**src/sv/dsfe_pkg.sv**
```systemverilog
// Shared types, constants and the frame builder of the DShot frame symbol encoder.
package dsfe_pkg;

    localparam int MotorsDefault = 4;
    localparam int FrameBits     = 16;
    localparam int QueueDepth    = 2;

    localparam int MotorW    = 2;
    localparam int ThrInW    = 16;
    localparam int ThrW      = 11;
    localparam int TickW     = 8;
    localparam int EnW       = 4;
    localparam int BitIdxW   = 4;
    localparam int CfgIdxW   = 3;
    localparam int CfgDataW  = 11;
    localparam int InDataW   = 24;
    localparam int OutDataW  = 40;

    localparam logic [ThrW-1:0]  ThrMinRst   = 11'd48;
    localparam logic [ThrW-1:0]  ThrMaxRst   = 11'd2047;
    localparam logic [TickW-1:0] OneHighRst  = 8'd50;
    localparam logic [TickW-1:0] OneLowRst   = 8'd17;
    localparam logic [TickW-1:0] ZeroHighRst = 8'd25;
    localparam logic [TickW-1:0] ZeroLowRst  = 8'd42;
    localparam logic [EnW-1:0]   ChanEnRst   = 4'hF;

    typedef enum logic [CfgIdxW-1:0] {
        REG_THROTTLE_MIN    = 3'd0,
        REG_THROTTLE_MAX    = 3'd1,
        REG_ONE_HIGH_TICKS  = 3'd2,
        REG_ONE_LOW_TICKS   = 3'd3,
        REG_ZERO_HIGH_TICKS = 3'd4,
        REG_ZERO_LOW_TICKS  = 3'd5,
        REG_CHANNEL_ENABLE  = 3'd6
    } cfg_idx_t;

    typedef struct packed {
        logic [ThrW-1:0] thr_min;
        logic [ThrW-1:0] thr_max;
        logic [EnW-1:0]  chan_en;
    } front_cfg_t;

    typedef struct packed {
        logic [TickW-1:0] one_high;
        logic [TickW-1:0] one_low;
        logic [TickW-1:0] zero_high;
        logic [TickW-1:0] zero_low;
    } tick_cfg_t;

    typedef struct packed {
        logic [MotorW-1:0]    motor;
        logic [FrameBits-1:0] frame;
    } frame_entry_t;

    // 11-bit throttle, telemetry bit, then the nibble-XOR checksum
    function automatic logic [FrameBits-1:0] dshot_frame(
        input logic [ThrW-1:0] thr,
        input logic            tele
    );
        logic [11:0] value;
        logic [3:0]  csum;
        value = {thr, tele};
        csum  = value[3:0] ^ value[7:4] ^ value[11:8];
        return {value, csum};
    endfunction

endpackage

```
**src/sv/dsfe_front.sv**
```systemverilog
// Request front end: channel check, throttle clamp and frame build.
module dsfe_front
    import dsfe_pkg::*;
#(
    parameter int MOTORS = MotorsDefault
) (
    input  logic                      req_valid,
    output logic                      req_ready,
    input  logic [MotorW-1:0]         motor,
    input  logic [ThrInW-1:0]         throttle,
    input  logic                      request_telemetry,
    input  front_cfg_t                cfg,
    input  logic                      q_full,
    output logic                      q_push,
    output frame_entry_t              q_entry
);

    logic            chan_ok;
    logic [ThrW-1:0] thr_hi;
    logic [ThrW-1:0] thr_clamped;

    always_comb
    begin
        chan_ok = (32'(motor) < MOTORS) && cfg.chan_en[motor];
        // upper clamp first, then lower, so the minimum wins a conflict
        if (throttle > {{(ThrInW-ThrW){1'b0}}, cfg.thr_max})
            thr_hi = cfg.thr_max;
        else
            thr_hi = throttle[ThrW-1:0];
        if (thr_hi < cfg.thr_min)
            thr_clamped = cfg.thr_min;
        else
            thr_clamped = thr_hi;
    end

    // drop requests for absent or disabled channels without touching the queue
    assign req_ready     = !q_full;
    assign q_push        = req_valid && !q_full && chan_ok;
    assign q_entry.motor = motor;
    assign q_entry.frame = dshot_frame(thr_clamped, request_telemetry);

endmodule

```
**src/sv/dsfe_queue.sv**
```systemverilog
// Short frame queue between the request front end and the symbol back end.
module dsfe_queue
    import dsfe_pkg::*;
(
    input  logic         clk,
    input  logic         rst_n,
    input  logic         push,
    input  frame_entry_t push_entry,
    output logic         full,
    input  logic         pop,
    output logic         not_empty,
    output frame_entry_t head
);

    localparam int PtrW = $clog2(QueueDepth);
    localparam int CntW = $clog2(QueueDepth + 1);

    frame_entry_t mem [QueueDepth];
    logic [PtrW-1:0] wr_ptr_reg, wr_ptr_next;
    logic [PtrW-1:0] rd_ptr_reg, rd_ptr_next;
    logic [CntW-1:0] count_reg, count_next;

    assign full      = (count_reg == CntW'(QueueDepth));
    assign not_empty = (count_reg != '0);
    assign head      = mem[rd_ptr_reg];

    always_comb
    begin
        wr_ptr_next = wr_ptr_reg;
        rd_ptr_next = rd_ptr_reg;
        count_next  = count_reg;
        if (push)
            wr_ptr_next = (wr_ptr_reg == PtrW'(QueueDepth - 1)) ? '0 : wr_ptr_reg + 1'b1;
        if (pop)
            rd_ptr_next = (rd_ptr_reg == PtrW'(QueueDepth - 1)) ? '0 : rd_ptr_reg + 1'b1;
        if (push && !pop)
            count_next = count_reg + 1'b1;
        else if (pop && !push)
            count_next = count_reg - 1'b1;
    end

    always_ff @(posedge clk or negedge rst_n)
    begin
        if (!rst_n)
        begin
            wr_ptr_reg <= '0;
            rd_ptr_reg <= '0;
            count_reg  <= '0;
        end
        else
        begin
            wr_ptr_reg <= wr_ptr_next;
            rd_ptr_reg <= rd_ptr_next;
            count_reg  <= count_next;
        end
    end

    always_ff @(posedge clk)
    begin
        if (push)
            mem[wr_ptr_reg] <= push_entry;
    end

endmodule

```
**src/sv/dsfe_back.sv**
```systemverilog
// Symbol back end: splits a queued frame into 16 pulse symbols, MSB first.
module dsfe_back
    import dsfe_pkg::*;
(
    input  logic                  clk,
    input  logic                  rst_n,
    input  logic                  q_not_empty,
    input  frame_entry_t          q_head,
    output logic                  q_pop,
    input  tick_cfg_t             ticks,
    output logic                  sym_valid,
    input  logic                  sym_ready,
    output logic [MotorW-1:0]     channel,
    output logic [BitIdxW-1:0]    bit_index,
    output logic                  bit_value,
    output logic [TickW-1:0]      high_ticks,
    output logic [TickW-1:0]      low_ticks,
    output logic [FrameBits-1:0]  frame_word,
    output logic                  last
);

    localparam logic [BitIdxW-1:0] LastIdx = BitIdxW'(FrameBits - 1);

    logic                 busy_reg, busy_next;
    logic [BitIdxW-1:0]   idx_reg, idx_next;
    frame_entry_t         cur_reg, cur_next;
    logic                 out_valid_reg, out_valid_next;
    logic [MotorW-1:0]    chan_reg, chan_next;
    logic [BitIdxW-1:0]   bidx_reg, bidx_next;
    logic                 bval_reg, bval_next;
    logic [TickW-1:0]     hi_reg, hi_next;
    logic [TickW-1:0]     lo_reg, lo_next;
    logic [FrameBits-1:0] word_reg, word_next;
    logic                 last_reg, last_next;

    logic                 advance;
    frame_entry_t         src;
    logic [BitIdxW-1:0]   src_idx;
    logic                 src_bit;

    always_comb
    begin
        advance = !out_valid_reg || sym_ready;
        src     = busy_reg ? cur_reg : q_head;
        src_idx = busy_reg ? idx_reg : '0;
        src_bit = src.frame[LastIdx - src_idx];
        q_pop   = advance && !busy_reg && q_not_empty;

        busy_next      = busy_reg;
        idx_next       = idx_reg;
        cur_next       = cur_reg;
        out_valid_next = out_valid_reg;
        chan_next      = chan_reg;
        bidx_next      = bidx_reg;
        bval_next      = bval_reg;
        hi_next        = hi_reg;
        lo_next        = lo_reg;
        word_next      = word_reg;
        last_next      = last_reg;

        if (advance)
        begin
            if (busy_reg || q_not_empty)
            begin
                // emit one symbol per beat; pick up a new frame as the old one ends
                out_valid_next = 1'b1;
                chan_next      = src.motor;
                bidx_next      = src_idx;
                bval_next      = src_bit;
                hi_next        = src_bit ? ticks.one_high : ticks.zero_high;
                lo_next        = src_bit ? ticks.one_low  : ticks.zero_low;
                word_next      = src.frame;
                last_next      = (src_idx == LastIdx);
                cur_next       = src;
                idx_next       = src_idx + 1'b1;
                busy_next      = (src_idx != LastIdx);
            end
            else
            begin
                out_valid_next = 1'b0;
            end
        end
    end

    always_ff @(posedge clk or negedge rst_n)
    begin
        if (!rst_n)
        begin
            busy_reg      <= 1'b0;
            idx_reg       <= '0;
            out_valid_reg <= 1'b0;
        end
        else
        begin
            busy_reg      <= busy_next;
            idx_reg       <= idx_next;
            out_valid_reg <= out_valid_next;
        end
    end

    always_ff @(posedge clk)
    begin
        cur_reg  <= cur_next;
        chan_reg <= chan_next;
        bidx_reg <= bidx_next;
        bval_reg <= bval_next;
        hi_reg   <= hi_next;
        lo_reg   <= lo_next;
        word_reg <= word_next;
        last_reg <= last_next;
    end

    assign sym_valid  = out_valid_reg;
    assign channel    = chan_reg;
    assign bit_index  = bidx_reg;
    assign bit_value  = bval_reg;
    assign high_ticks = hi_reg;
    assign low_ticks  = lo_reg;
    assign frame_word = word_reg;
    assign last       = last_reg;

endmodule

```
**src/sv/dshot_frame_symbol_encoder_core.sv**
```systemverilog
// DShot frame symbol encoder top level: registers, front end, queue and back end.
//
// Requests arrive on the s_ stream (motor, raw throttle, telemetry bit). A request
// for an enabled motor is clamped to throttle_max then throttle_min, packed into
// a 16-bit DShot frame with nibble-XOR checksum and queued; a request for a
// disabled or absent motor is taken and dropped. The m_ stream then carries the
// frame as 16 pulse symbols, MSB first, one per beat, with the high and low tick
// counts of a one or a zero bit; m_tlast marks the sixteenth symbol.
// Path: a request is written into the frame queue and, when the back end is
// free, its first symbol into the back end's output register. Throughput: one
// symbol per cycle while m_tready stays high. A two-entry frame queue takes up to
// two more requests while a frame is being sent; past that s_tready follows the
// back end, taking one request as each frame leaves the queue. Reset clears the
// queue and output valid and loads the default register values. When the
// receiver holds m_tready low the current symbol holds, the back end stops, and
// s_tready falls once the queue is full. Configuration is written through
// cfg_we/cfg_index/cfg_data; the user must do so only while idle (not enforced).
module dshot_frame_symbol_encoder_core
    import dsfe_pkg::*;
#(
    parameter int MOTORS = MotorsDefault
) (
    input  logic                  clk,
    input  logic                  rst_n,
    input  logic                  s_tvalid,
    output logic                  s_tready,
    input  logic [InDataW-1:0]    s_tdata,   // motor, throttle, request_telemetry, pad
    output logic                  m_tvalid,
    input  logic                  m_tready,
    output logic [OutDataW-1:0]   m_tdata,   // channel, bit_index, bit_value, high_ticks,
                                             // low_ticks, frame_word, pad
    output logic                  m_tlast,
    input  logic                  cfg_we,
    input  logic [CfgIdxW-1:0]    cfg_index,
    input  logic [CfgDataW-1:0]   cfg_data
);

    logic [ThrW-1:0]  thr_min_reg;
    logic [ThrW-1:0]  thr_max_reg;
    logic [TickW-1:0] one_high_reg;
    logic [TickW-1:0] one_low_reg;
    logic [TickW-1:0] zero_high_reg;
    logic [TickW-1:0] zero_low_reg;
    logic [EnW-1:0]   chan_en_reg;

    front_cfg_t   front_cfg;
    tick_cfg_t    tick_cfg;
    logic         q_full;
    logic         q_push;
    logic         q_pop;
    logic         q_not_empty;
    frame_entry_t q_in;
    frame_entry_t q_head;

    logic [MotorW-1:0]    channel;
    logic [BitIdxW-1:0]   bit_index;
    logic                 bit_value;
    logic [TickW-1:0]     high_ticks;
    logic [TickW-1:0]     low_ticks;
    logic [FrameBits-1:0] frame_word;

    always_ff @(posedge clk or negedge rst_n)
    begin
        if (!rst_n)
        begin
            thr_min_reg   <= ThrMinRst;
            thr_max_reg   <= ThrMaxRst;
            one_high_reg  <= OneHighRst;
            one_low_reg   <= OneLowRst;
            zero_high_reg <= ZeroHighRst;
            zero_low_reg  <= ZeroLowRst;
            chan_en_reg   <= ChanEnRst;
        end
        else if (cfg_we)
        begin
            case (cfg_index)
                REG_THROTTLE_MIN:    thr_min_reg   <= cfg_data[ThrW-1:0];
                REG_THROTTLE_MAX:    thr_max_reg   <= cfg_data[ThrW-1:0];
                REG_ONE_HIGH_TICKS:  one_high_reg  <= cfg_data[TickW-1:0];
                REG_ONE_LOW_TICKS:   one_low_reg   <= cfg_data[TickW-1:0];
                REG_ZERO_HIGH_TICKS: zero_high_reg <= cfg_data[TickW-1:0];
                REG_ZERO_LOW_TICKS:  zero_low_reg  <= cfg_data[TickW-1:0];
                REG_CHANNEL_ENABLE:  chan_en_reg   <= cfg_data[EnW-1:0];
                default: ;
            endcase
        end
    end

    assign front_cfg.thr_min = thr_min_reg;
    assign front_cfg.thr_max = thr_max_reg;
    assign front_cfg.chan_en = chan_en_reg;
    assign tick_cfg.one_high  = one_high_reg;
    assign tick_cfg.one_low   = one_low_reg;
    assign tick_cfg.zero_high = zero_high_reg;
    assign tick_cfg.zero_low  = zero_low_reg;

    dsfe_front #(
        .MOTORS (MOTORS)
    ) u_front (
        .req_valid         (s_tvalid),
        .req_ready         (s_tready),
        .motor             (s_tdata[1:0]),
        .throttle          (s_tdata[17:2]),
        .request_telemetry (s_tdata[18]),
        .cfg               (front_cfg),
        .q_full            (q_full),
        .q_push            (q_push),
        .q_entry           (q_in)
    );

    dsfe_queue u_queue (
        .clk        (clk),
        .rst_n      (rst_n),
        .push       (q_push),
        .push_entry (q_in),
        .full       (q_full),
        .pop        (q_pop),
        .not_empty  (q_not_empty),
        .head       (q_head)
    );

    dsfe_back u_back (
        .clk         (clk),
        .rst_n       (rst_n),
        .q_not_empty (q_not_empty),
        .q_head      (q_head),
        .q_pop       (q_pop),
        .ticks       (tick_cfg),
        .sym_valid   (m_tvalid),
        .sym_ready   (m_tready),
        .channel     (channel),
        .bit_index   (bit_index),
        .bit_value   (bit_value),
        .high_ticks  (high_ticks),
        .low_ticks   (low_ticks),
        .frame_word  (frame_word),
        .last        (m_tlast)
    );

    assign m_tdata = {1'b0, frame_word, low_ticks, high_ticks, bit_value, bit_index, channel};

endmodule
```
**config.mk**
```make
export PLATFORM = sky130hd
export DESIGN_NAME = dshot_frame_symbol_encoder_core
export DESIGN_NICKNAME = d
export VERILOG_FILES = /design/src/sv/dsfe_pkg.sv /design/src/sv/dsfe_front.sv /design/src/sv/dsfe_queue.sv /design/src/sv/dsfe_back.sv /design/src/sv/dshot_frame_symbol_encoder_core.sv
export SDC_FILE = /design/constraint.sdc
export NUM_CORES = 1
export LEC_CHECK = 0
export BUFFER_PORTS_ARGS = -buffer_cell sky130_fd_sc_hd__buf_2
export CAP_MARGIN = 10
export CORE_ASPECT_RATIO = 1.5
export CORE_MARGIN = 3
export CORE_UTILIZATION = 43
export DETAILED_ROUTE_END_ITERATION = 8
export SYNTH_ARGS = -nofsm -noshare
export SYNTH_HDL_FRONTEND = slang
export SYNTH_HIERARCHICAL = 1
export SYNTH_SLANG_ARGS = --single-unit
```
**constraint.sdc**
```tcl
create_clock -name clk -period 9.76 [get_ports clk]
set_clock_uncertainty 0.15 [all_clocks]
set_input_delay 0.488 -clock clk [delete_from_list [all_inputs] [get_ports clk]]
set_output_delay 0.488 -clock clk [all_outputs]
set_load 0.03 [all_outputs]
```
==> results of run 1 <==
-- worst max path at each step --
stage / to / slack (ns)
floorplan: u_queue/mem[0][10]$_DFFE_PP_ / 5.44
global placement: u_queue/mem[0][7]$_DFFE_PP_ / 4.49
detailed placement: u_queue/mem[1][7]$_DFFE_PP_ / 4.41
CTS: u_queue/mem[0][7]$_DFFE_PP_ / 4.45
global route: u_queue/mem[0][15]$_DFFE_PP_ / 4.08
finish: u_queue/mem[1][15]$_DFFE_PP_ / 4.43
-- cells in the final DEF (no fill, tap or decap), types with 3 or more instances in the layout --
cell	synthesis	final
clkbuf_16	0	18
mux2_4	25	25
a21oi_1	12	12
nor2b_1	5	5
ha_1	23	23
o21ai_0	14	14
buf_2	4	79
dfrtp_1	40	40
inv_6	0	3
inv_1	27	27
edfxtp_1	76	76
mux2i_1	14	14
clkinv_4	0	3
nand2_1	24	24
xor2_1	6	6
xnor2_1	21	21
nand2b_1	5	5
a21o_1	4	4
and2_1	3	3
dfstp_2	28	28
nand3_1	7	7
a211oi_1	4	4
buf_4	7	6
and4bb_2	3	3
mux2_2	91	91
nor2_1	7	7
-- layer usage --
metal | up-vias | wire [µm]
met5 | - | 0
met4 | 0 | 324
met3 | 23 | 471
met2 | 88 | 7604
met1 | 2063 | 5698
li1 | 2027 | -
-- metrics by stage --
step                setup WS, ns  area [µm²]  hold slack [ns]  util (%)  power, W
global route               4.079        8389           0.1543     51.14  0.002897
floorplan                  5.442        7254          0.04241         -  0.001894
detailed placement         4.415        7776           0.3242     47.41  0.002104
finish                     4.427        8389           0.1253     51.14  0.002735
CTS                        4.447        8389           0.1552     51.14  0.002770
global placement           4.490        7776           0.3168     47.41  0.002077
-- where the power goes --
group          internal (W)  switching, W  total (W)
sequential         0.000914      0.000125    0.00104
clock              0.000404      0.000255   0.000659
combinational      0.000487      0.000551    0.00104
total               0.00180      0.000931    0.00274
-- layout make-up --
| type | instances | area, µm² | area share, % |
|---|---|---|---|
| sequential | 144 | 4019 | 47.90 |
| multi-input combinational | 315 | 2958 | 35.26 |
| clock buffer | 19 | 464.2 | 5.533 |
| timing repair buffer | 85 | 440.4 | 5.250 |
| tap | 206 | 257.7 | 3.072 |
| clock inverter | 13 | 148.9 | 1.775 |
| inverter | 27 | 101.3 | 1.208 |
-- cells by family (layout without fill, tap and decap cells) --
logic type / count (synthesis) / in the layout / synth area share [%]
other: 1 / 1 / 0.05169
DFF: 144 / 144 / 55.40
AOI/OAI and AO/OA: 55 / 55 / 5.054
adders and majority gates: 23 / 23 / 3.967
xor gates and xnor gates: 27 / 27 / 3.260
and+or+nand+nor: 78 / 78 / 7.055
muxes: 131 / 131 / 21.39
buffers and inverters: 47 / 144 / 3.829
==> impl_metrics.toml, run 1 <==
[status]
outcome = "finished, final reports clean"

[finish]
area_delta_synth_final_pct = 15.64
top_register = "u_queue/mem"
largest_reg_flops = 36
fin_cells = 809
drive_gt1_share_pct = 46.60
fillers = 1449
antenna_cells = 0
fin_nets = 656

[worst_setup_path]
crit_type = "flop to flop"
worst_r2r_path_depth = 15
crit_path_max_fanout = 25
worstPathArrival_ns = 5.33
setup.worst_path.start = "thr_max_reg[10]$_DFFE_PN1P_"
path_buf_inv = 1
rrSetupSlack_ns = 4.43
crit_family = "compound AO/OA/AOI/OAI gates"
worstPathRequired_ns = 9.76
cp-end-kind = "flop"
crit_top_cell = "ha_1"
cp_slowest_cell = "nor3_4"
max_stage_delay_ns = 0.72
worstPathCellList = "inv_1 > ha_1 > a21oi_1 > nand2_1 > nor4_4 > a21o_2 > o21ai_0 > ha_1 > nand3_1 > nor3_2 > a221oi_1 > o21ai_1 > a31oi_1 > nor3_4 > mux2_2"
r2r_start = "thr_max_reg[10]$_DFFE_PN1P_"
startpoint_type = "flop"
crit_cells = 15
rr_endpoint = "u_queue/mem[1][15]$_DFFE_PP_"

[clock_network]
clockBufferDepth = 2
cts_tree = "yes"
cts_sinks = 144
cts_made_buffers = 17
clk_pin_slew_ns = 0.06
cts_root_buf = "clkbuf_16"
hold_buffers = 0
cts_setup_buffers = 0
cts.repair.resized = 0
insertion_delay_ns = 0.41
cts.htree.levels = 4

[grt]
grt_pass1_wl_um = 23220
grtUsageMet3_pct = 3.427
met2_usage_pct = 29.59
grt_busiest_layer = "met2"
grt_pass1_vias = 4537
track_usage_pct = 15.99
antenna_found_initial = 0
met1_usage_pct = 17.95
globalRouteOverflowTotal = 0
grt_max_degree = 69

[synth]
syn-num-nets = 572
mappedNetlistArea_mm2 = 0.007254
avgSynthCellArea_um2 = 14.34
netlist_instances = 506
synth_common_cells = "91 x mux2_2, 76 x edfxtp_1, 40 x dfrtp_1"
synth_edf_count = 76
yosysMostFrequentCell = "mux2_2"
yosysTopAreaCellShare_pct = 31.46
ys_seq_elements = 144
yosys_warnings = 6
yosys-top-cells-area = "edfxtp_1 31%, mux2_2 14%, dfrtp_1 14%, dfstp_2 10%, mux2_4 5.2%"
netlist-cell-type-count = 64
synth-async-reset-ratio_pct = 47.22
synth_top_flop_cell = "edfxtp_1"
ys_seq_area_share_pct = 55.40
synth_largest_area_cell = "edfxtp_1"

[sta]
grt_setup_unrepaired = "no"
relSlewSlack_pct = 28.63
min_period_ns = 5.333
hold_viol = 0
max_freq_ghz = 0.1875
tightest_slew_ns = 1.071
timing.final.crit_share_pct = 54.64
setup_viol = 0
setup_tns_ns = 0
slew_violations = 0

[floorplanning]
rows = 57
chipWidth_um = 112.1
dieArea_mm2 = 0.01850
initial_utilization_pct = 44.23
coreArea_mm2 = 0.01640
io_pins = 86
die_height_um = 165.1

[drt]
drt-total-wl_um = 14100
via_per_inst = 5.193
wl_per_cell_um = 17.43
vias = 4201
ant_nets = 0
drc = 0
first_iter_violations = 178
first_pass_iters = 4

[pwr]
p_leak_nw = 3.489
power_density_mw_per_mm2 = 326.1
ir_drop_uv = 141.4

[placement]
post-place-cells = 777
port-buffer-count = 79
gp_congestion = 0.8230
dpl.hpwl_um = 10440

[run]
drv_cap = 0

[worst_hold_path]
hold_class = "input pin to async pin"
Power figures use the tool's default switching activity.
==> run 2: changes to the inputs <==
ABC_AREA = 1   (was default)
clock period = 4.3 ns   (was 9.76 ns; I/O delays follow)
==> impl_metrics.toml, run 2 <==
[finish]
top_register = "u_queue/mem"
final_cell_mix = "316 x nand2_1, 100 x nand3_1, 79 x buf_2"
area_delta_synth_final_pct = 17.18
final_common_cell = "nand2_1"
antenna_cells = 0
fin_nets = 961
fillers = 1600
drive_gt1_share_pct = 21.81
post-route-util_pct = 51.56
fin_cells = 1118
largest_reg_flops = 36

[clock_network]
clockBufferDepth = 2
cts_tree = "yes"
insertion_delay_ns = 0.41
cts_setup_buffers = 0
cts.htree.levels = 4
cts_root_buf = "clkbuf_16"
cts_made_buffers = 17
cts_sinks = 144
clk_pin_slew_ns = 0.08

[floorplanning]
chipWidth_um = 112.9
rows = 58
initial_utilization_pct = 44.00
dieArea_mm2 = 0.01879
coreArea_mm2 = 0.01676
io_pins = 86
die_height_um = 166.4

[synth]
yosys_warnings = 6
synth_largest_area_cell = "edfxtp_1"
ys_seq_elements = 144
synth_top_flop_cell = "edfxtp_1"
yosys.area_share.simple_pct = 27.45
synth_compound_area_share_pct = 3.274
synthMuxAreaShare_pct = 3.206
synth-async-reset-ratio_pct = 47.22
yosysTopAreaCellShare_pct = 30.94
netlist_instances = 802
netlist-cell-type-count = 41
synth_common_cells = "316 x nand2_1, 100 x nand3_1, 76 x edfxtp_1"
ys_seq_area_share_pct = 54.49
syn-num-nets = 868
synth_edf_count = 76
avgSynthCellArea_um2 = 9.197
synth-adder-area-share_pct = 3.902
yosys-top-cells-area = "edfxtp_1 31%, nand2_1 16%, dfrtp_1 14%, dfstp_2 10%, nand3_1 6.8%"
mappedNetlistArea_mm2 = 0.007376
yosysMostFrequentCell = "nand2_1"
synth-xor-area-share_pct = 0.4750
synth_top_family_by_area = "simple AND/OR/NAND/NOR gates"

[drt]
wl_per_cell_um = 14.46
via_per_inst = 4.886
drt-total-wl_um = 16160
drc = 0
first_pass_iters = 6
first_iter_violations = 292
ant_nets = 0
vias = 5462

[worst_setup_path]
startpoint_type = "flop"
crit_top_cell = "nand2_1"
crit_type = "flop to flop"
path_buf_inv = 2
max_stage_delay_ns = 0.55
cp-end-kind = "flop"
worstPathRequired_ns = 4.31
crit_family = "simple AND/OR/NAND/NOR gates"
cp_slowest_cell = "dfstp_2"
worstPathCellList = "inv_1 > ha_1 > nand2_1 > nor3_2 > nand3_1 > nand2_4 > nand2_1 > o21ai_1 > ha_1 > nand2_1 > nor2_1 > a211oi_1 > o221a_4 > nand2_8 > o21ai_1 > inv_1 > nand2_1 > nand2_1"
worstPathArrival_ns = 3.84
crit_path_max_fanout = 27

[sta]
slew_violations = 0
setup_viol = 0
setup_tns_ns = 0
min_period_ns = 3.828
grt_setup_unrepaired = "no"
hold_viol = 0
relSlewSlack_pct = 41.82
fin_hold_ws_ns = 0.02007
timing.final.crit_share_pct = 89.02
tightest_slew_ns = 0.8718
max_freq_ghz = 0.2612

[placement]
port-buffer-count = 79
gp_congestion = 0.8519
dpl.hpwl_um = 11580
post-place-cells = 1070

[grt]
grt_pass1_vias = 5293
track_usage_pct = 17.79
antenna_found_initial = 0
grt_pass1_wl_um = 26390
globalRouteOverflowTotal = 0
grt_max_degree = 38

[pwr]
p_sw_share_pct = 40.40
switching_power_w = 0.002404
ir_drop_uv = 382.0
comb_power_share_pct = 37.6
seq_power_share_pct = 37.5
p_clk_share_pct = 24.9
p_leak_nw = 4.140
power_density_mw_per_mm2 = 688.3
p_int_w = 0.003546

[status]
outcome = "finished, final reports clean"

[run]
drv_cap = 0

[worst_hold_path]
hold_class = "input pin to flop"
-- run 2: cell types whose count changed in the layout (fill, tap and decap cells not counted), moves of 7 or more --
cell | before | now
dlygate4sd3_1 | 0 | 16
inv_1 | 27 | 69
mux2_2 | 91 | 9
mux2_4 | 25 | 9
mux2i_1 | 14 | 0
nand2_1 | 24 | 316
nand2_2 | 0 | 11
nand3_1 | 7 | 100
nor2_1 | 7 | 20
o21ai_0 | 14 | 21
xnor2_1 | 21 | 1
-- run 2: metal layers --
| metal | track usage, % | wire length (µm) | up-vias |
|---|---|---|---|
| met3 | 3.646 | 572 | 20 |
| met4 | 5.596 | 334 | 0 |
| met1 | 21.01 | 6704 | 2513 |
| met5 | 0 | 0 | - |
| li1 | - | - | 2811 |
| met2 | 32.07 | 8551 | 118 |
-- run 2: logic make-up (layout without fill, tap and decap cells) --
family	count (synthesis)	after routing
adder cells (fa/ha/maj)	23	23
flip-flops	144	144
buffers and inverters	101	207
other	1	1
multiplexers	18	18
XOR/XNOR	4	4
AO/OA/AOI/OAI	43	43
AND/OR/NAND/NOR	468	468
-- run 2: tightest hold or removal path: cells and delay by family --
kind / cells / cell delay [ns]
buffers and inverters: 1 / 0.15
AND/OR/NAND/NOR: 3 / 0.22
-- run 2: repair_timing --
item / CTS / global route
hold buffers: 16 / 0
resized for setup: 0 / 5
setup endpoints to repair: 0 / 6
endpoints found under the hold margin: 78 / 0
-- run 2: final timing paths --
check                                       startpoint                            to  slack, ns  cells after the start
setup / recovery           thr_max_reg[10]$_DFFE_PN1P_   u_queue/mem[1][0]$_DFFE_PP_       0.47                     18
hold / removal                            cfg_index[0]   one_high_reg[4]$_DFFE_PN1P_       0.02                      4
setup reg to reg           thr_max_reg[10]$_DFFE_PN1P_   u_queue/mem[1][0]$_DFFE_PP_       0.47                     18
hold reg to reg             thr_max_reg[6]$_DFFE_PN1P_    thr_max_reg[6]$_DFFE_PN1P_       0.31                      2
max in group asynchronous                        rst_n    thr_max_reg[2]$_DFFE_PN1P_       2.76                      3
min in group asynchronous                        rst_n  u_back/sym_valid$_DFFE_PN0P_       0.25                      2
-- run 2: stage by stage --
step | power [W] | instance area, µm² | setup WS, ns
2_1_floorplan | 0.004018 | 7376 | 0.5679
3_3_place_gp | 0.004462 | 7854 | 0.3306
3_5_place_dp | 0.004496 | 7854 | 0.2320
4_1_cts | 0.005999 | 8625 | 0.2270
5_1_grt | 0.006350 | 8643 | 0.09921
6_report | 0.005949 | 8643 | 0.4720
-- run 2: power by group through the flow --
stage	Sequential (W)	Clock (W)	Combinational, W
global route	0.00228	0.00157	0.00250
CTS	0.00224	0.00151	0.00225
detailed placement	0.00226	0	0.00223
finish	0.00223	0.00148	0.00224
global placement	0.00225	0	0.00221
floorplan	0.00255	0	0.00146
-- run 2: area by class of cell --
cell class / count / area, µm² / area share, %
clock buffer: 18 / 450.4 / 5.211
clock inverter: 14 / 160.2 / 1.853
inverter: 70 / 265.3 / 3.069
multi-input combinational: 557 / 2855 / 33.03
sequential: 144 / 4019 / 46.50
tap: 210 / 262.8 / 3.040
timing repair buffer: 105 / 630.6 / 7.296
==> run 3: changes to the inputs <==
ABC_AREA = default   (was 1)
==> impl_metrics.toml, run 3 (same netlist as run 1, synthesis figures left out) <==
[finish]
final_cell_mix = "91 x mux2_2, 79 x buf_2, 76 x edfxtp_1"
area_delta_synth_final_pct = 26.54
fin_nets = 720
post-route-util_pct = 55.96
fillers = 1405
largest_reg_flops = 36
antenna_cells = 0
final_common_cell = "mux2_2"
drive_gt1_share_pct = 56.07
top_register = "u_queue/mem"

[status]
outcome = "finished, violations left"
violations = "negative setup slack"

[placement]
gp_congestion = 0.8782
place_ws_ns = -0.2481
dpl.hpwl_um = 11140
port-buffer-count = 79

[clock_network]
clk_pin_slew_ns = 0.06
cts_sinks = 144
cts.htree.levels = 4
cts_tree = "yes"
cts_made_buffers = 17
insertion_delay_ns = 0.42
clockBufferDepth = 2
cts_root_buf = "clkbuf_16"

[grt]
grt_pass1_wl_um = 24310
track_usage_pct = 16.95
antenna_found_initial = 0
globalRouteOverflowTotal = 0
grt_pass1_vias = 4769
grt_max_degree = 40

[worst_setup_path]
worst_r2r_path_depth = 18
crit_top_cell = "o21ai_2"
worstPathCellList = "inv_2 > ha_4 > nand4_1 > or3_1 > a21oi_2 > a21o_4 > nand2_1 > o21ai_2 > ha_1 > a211oi_2 > o21bai_1 > a21oi_1 > o21ai_2 > buf_6 > nor4_4 > nor3_4 > buf_12 > mux2_4"
rr_endpoint = "u_queue/mem[0][14]$_DFFE_PP_"
max_stage_delay_ns = 0.54
crit_family = "compound AO/OA/AOI/OAI gates"
r2r_start = "thr_max_reg[3]$_DFFE_PN1P_"
path_buf_inv = 3
rrSetupSlack_ns = -0.15
startpoint_type = "flop"
crit_cells = 18
cp_slowest_cell = "dfstp_2"
worstPathArrival_ns = 4.45
crit_type = "flop to flop"
worstPathRequired_ns = 4.30
cp-end-kind = "flop"
crit_path_max_fanout = 8

[sta]
hold_viol = 0
timing.final.crit_share_pct = 103.5
fin_hold_ws_ns = 0.009354
setup_viol = 26
setup_ws_ns = -0.1498
slew_violations = 0
max_freq_ghz = 0.2247
setup_tns_ns = -3.105
min_period_ns = 4.450
grt_setup_unrepaired = "yes"
tightest_slew_ns = 1.070
relSlewSlack_pct = 28.64

[floorplanning]
coreArea_mm2 = 0.01640
io_pins = 86
dieArea_mm2 = 0.01850
rows = 57
chipWidth_um = 112.1
die_height_um = 165.1
initial_utilization_pct = 44.23

[drt]
drc = 0
ant_nets = 0
drt-total-wl_um = 15840
via_per_inst = 5.288
first_pass_iters = 4
vias = 4616
wl_per_cell_um = 18.15
first_iter_violations = 248

[pwr]
power_density_mw_per_mm2 = 715.0
p_leak_nw = 3.837
ir_drop_uv = 364.9

[run]
drv_cap = 0

[worst_hold_path]
hold_class = "input pin to flop"
hold_start = "cfg_data[4]"
holdPathEnd = "zero_low_reg[4]$_DFFE_PN0P_"
hold_depth = 2
run 3: cell types whose count changed in the layout (fill, tap and decap cells not counted), moves of 20 or more:
cell and delta:
inv_1 -52, mux2_2 +82, nand3_1 -96, buf_4 +41, xnor2_1 +20, nand2_1 -294
run 3: how the worst max path moves through the flow:
stage                                           start                      endpoint  slack, ns
final                      thr_max_reg[3]$_DFFE_PN1P_  u_queue/mem[0][14]$_DFFE_PP_      -0.15
after CTS                 thr_max_reg[10]$_DFFE_PN1P_  u_queue/mem[0][14]$_DFFE_PP_     0.0001
after global placement    thr_max_reg[10]$_DFFE_PN1P_  u_queue/mem[0][15]$_DFFE_PP_      -0.11
after global routing       thr_max_reg[3]$_DFFE_PN1P_  u_queue/mem[0][14]$_DFFE_PP_      -0.27
after detailed placement  thr_max_reg[10]$_DFFE_PN1P_  u_queue/mem[0][15]$_DFFE_PP_      -0.25
after floorplan           thr_max_reg[10]$_DFFE_PN1P_  u_queue/mem[0][10]$_DFFE_PP_       0.05
run 3: repair_timing:
| action | CTS | global route |
|---|---|---|
| cloned | 1 | 2 |
| resized for setup | 3 | 53 |
| endpoints found under the hold margin | 50 | 0 |
| pin swaps | 5 | 22 |
| setup buffers | 4 | 5 |
| endpoints found under the setup margin | 28 | 28 |
| hold buffers | 9 | 0 |
run 3: per-stage QoR:
step | cell area (µm²) | total power [W] | std cells
floorplan | 7258 | 0.004302 | 506
detailed placement | 8124 | 0.004923 | 820
global route | 9180 | 0.006924 | 873
CTS | 8875 | 0.006469 | 866
global placement | 8124 | 0.004859 | 820
finish | 9180 | 0.006563 | 873
run 3: worst register-to-register path, stage by stage, from the launching register on:
cell and delay (ns):
dfstp_2 0.54, inv_2 0.05, ha_4 0.26, nand4_1 0.11, or3_1 0.40, a21oi_2 0.21, a21o_4 0.18, nand2_1 0.09
o21ai_2 0.08, ha_1 0.29, a211oi_2 0.28, o21bai_1 0.12, a21oi_1 0.21, o21ai_2 0.13, buf_6 0.15, nor4_4 0.35
nor3_4 0.10, buf_12 0.16, mux2_4 0.31
run 3: where the power goes:
part / switching [W] / total [W] / internal, W / leakage [nW]
combinational: 0.00137 / 0.00272 / 0.00135 / 2.06
sequential: 0.000289 / 0.00236 / 0.00207 / 1.49
clock: 0.000602 / 0.00149 / 0.000884 / 0.295
run 3: layout make-up:
| cell class | count | area [µm²] | area share, % |
|---|---|---|---|
| multi-input cells | 317 | 3219 | 35.07 |
| clock inverters | 13 | 150.1 | 1.636 |
| repair buffers | 147 | 989.7 | 10.78 |
| well taps | 206 | 257.7 | 2.808 |
| inverters | 27 | 101.3 | 1.104 |
| flip-flops and latches | 144 | 4019 | 43.78 |
| clock buffers | 19 | 442.9 | 4.825 |
run 3: routing by layer:
layer	routed length, µm	track usage, %
met3	677	3.536
met2	8633	31.47
met4	498	7.381
met1	6031	18.67
met5	0	0
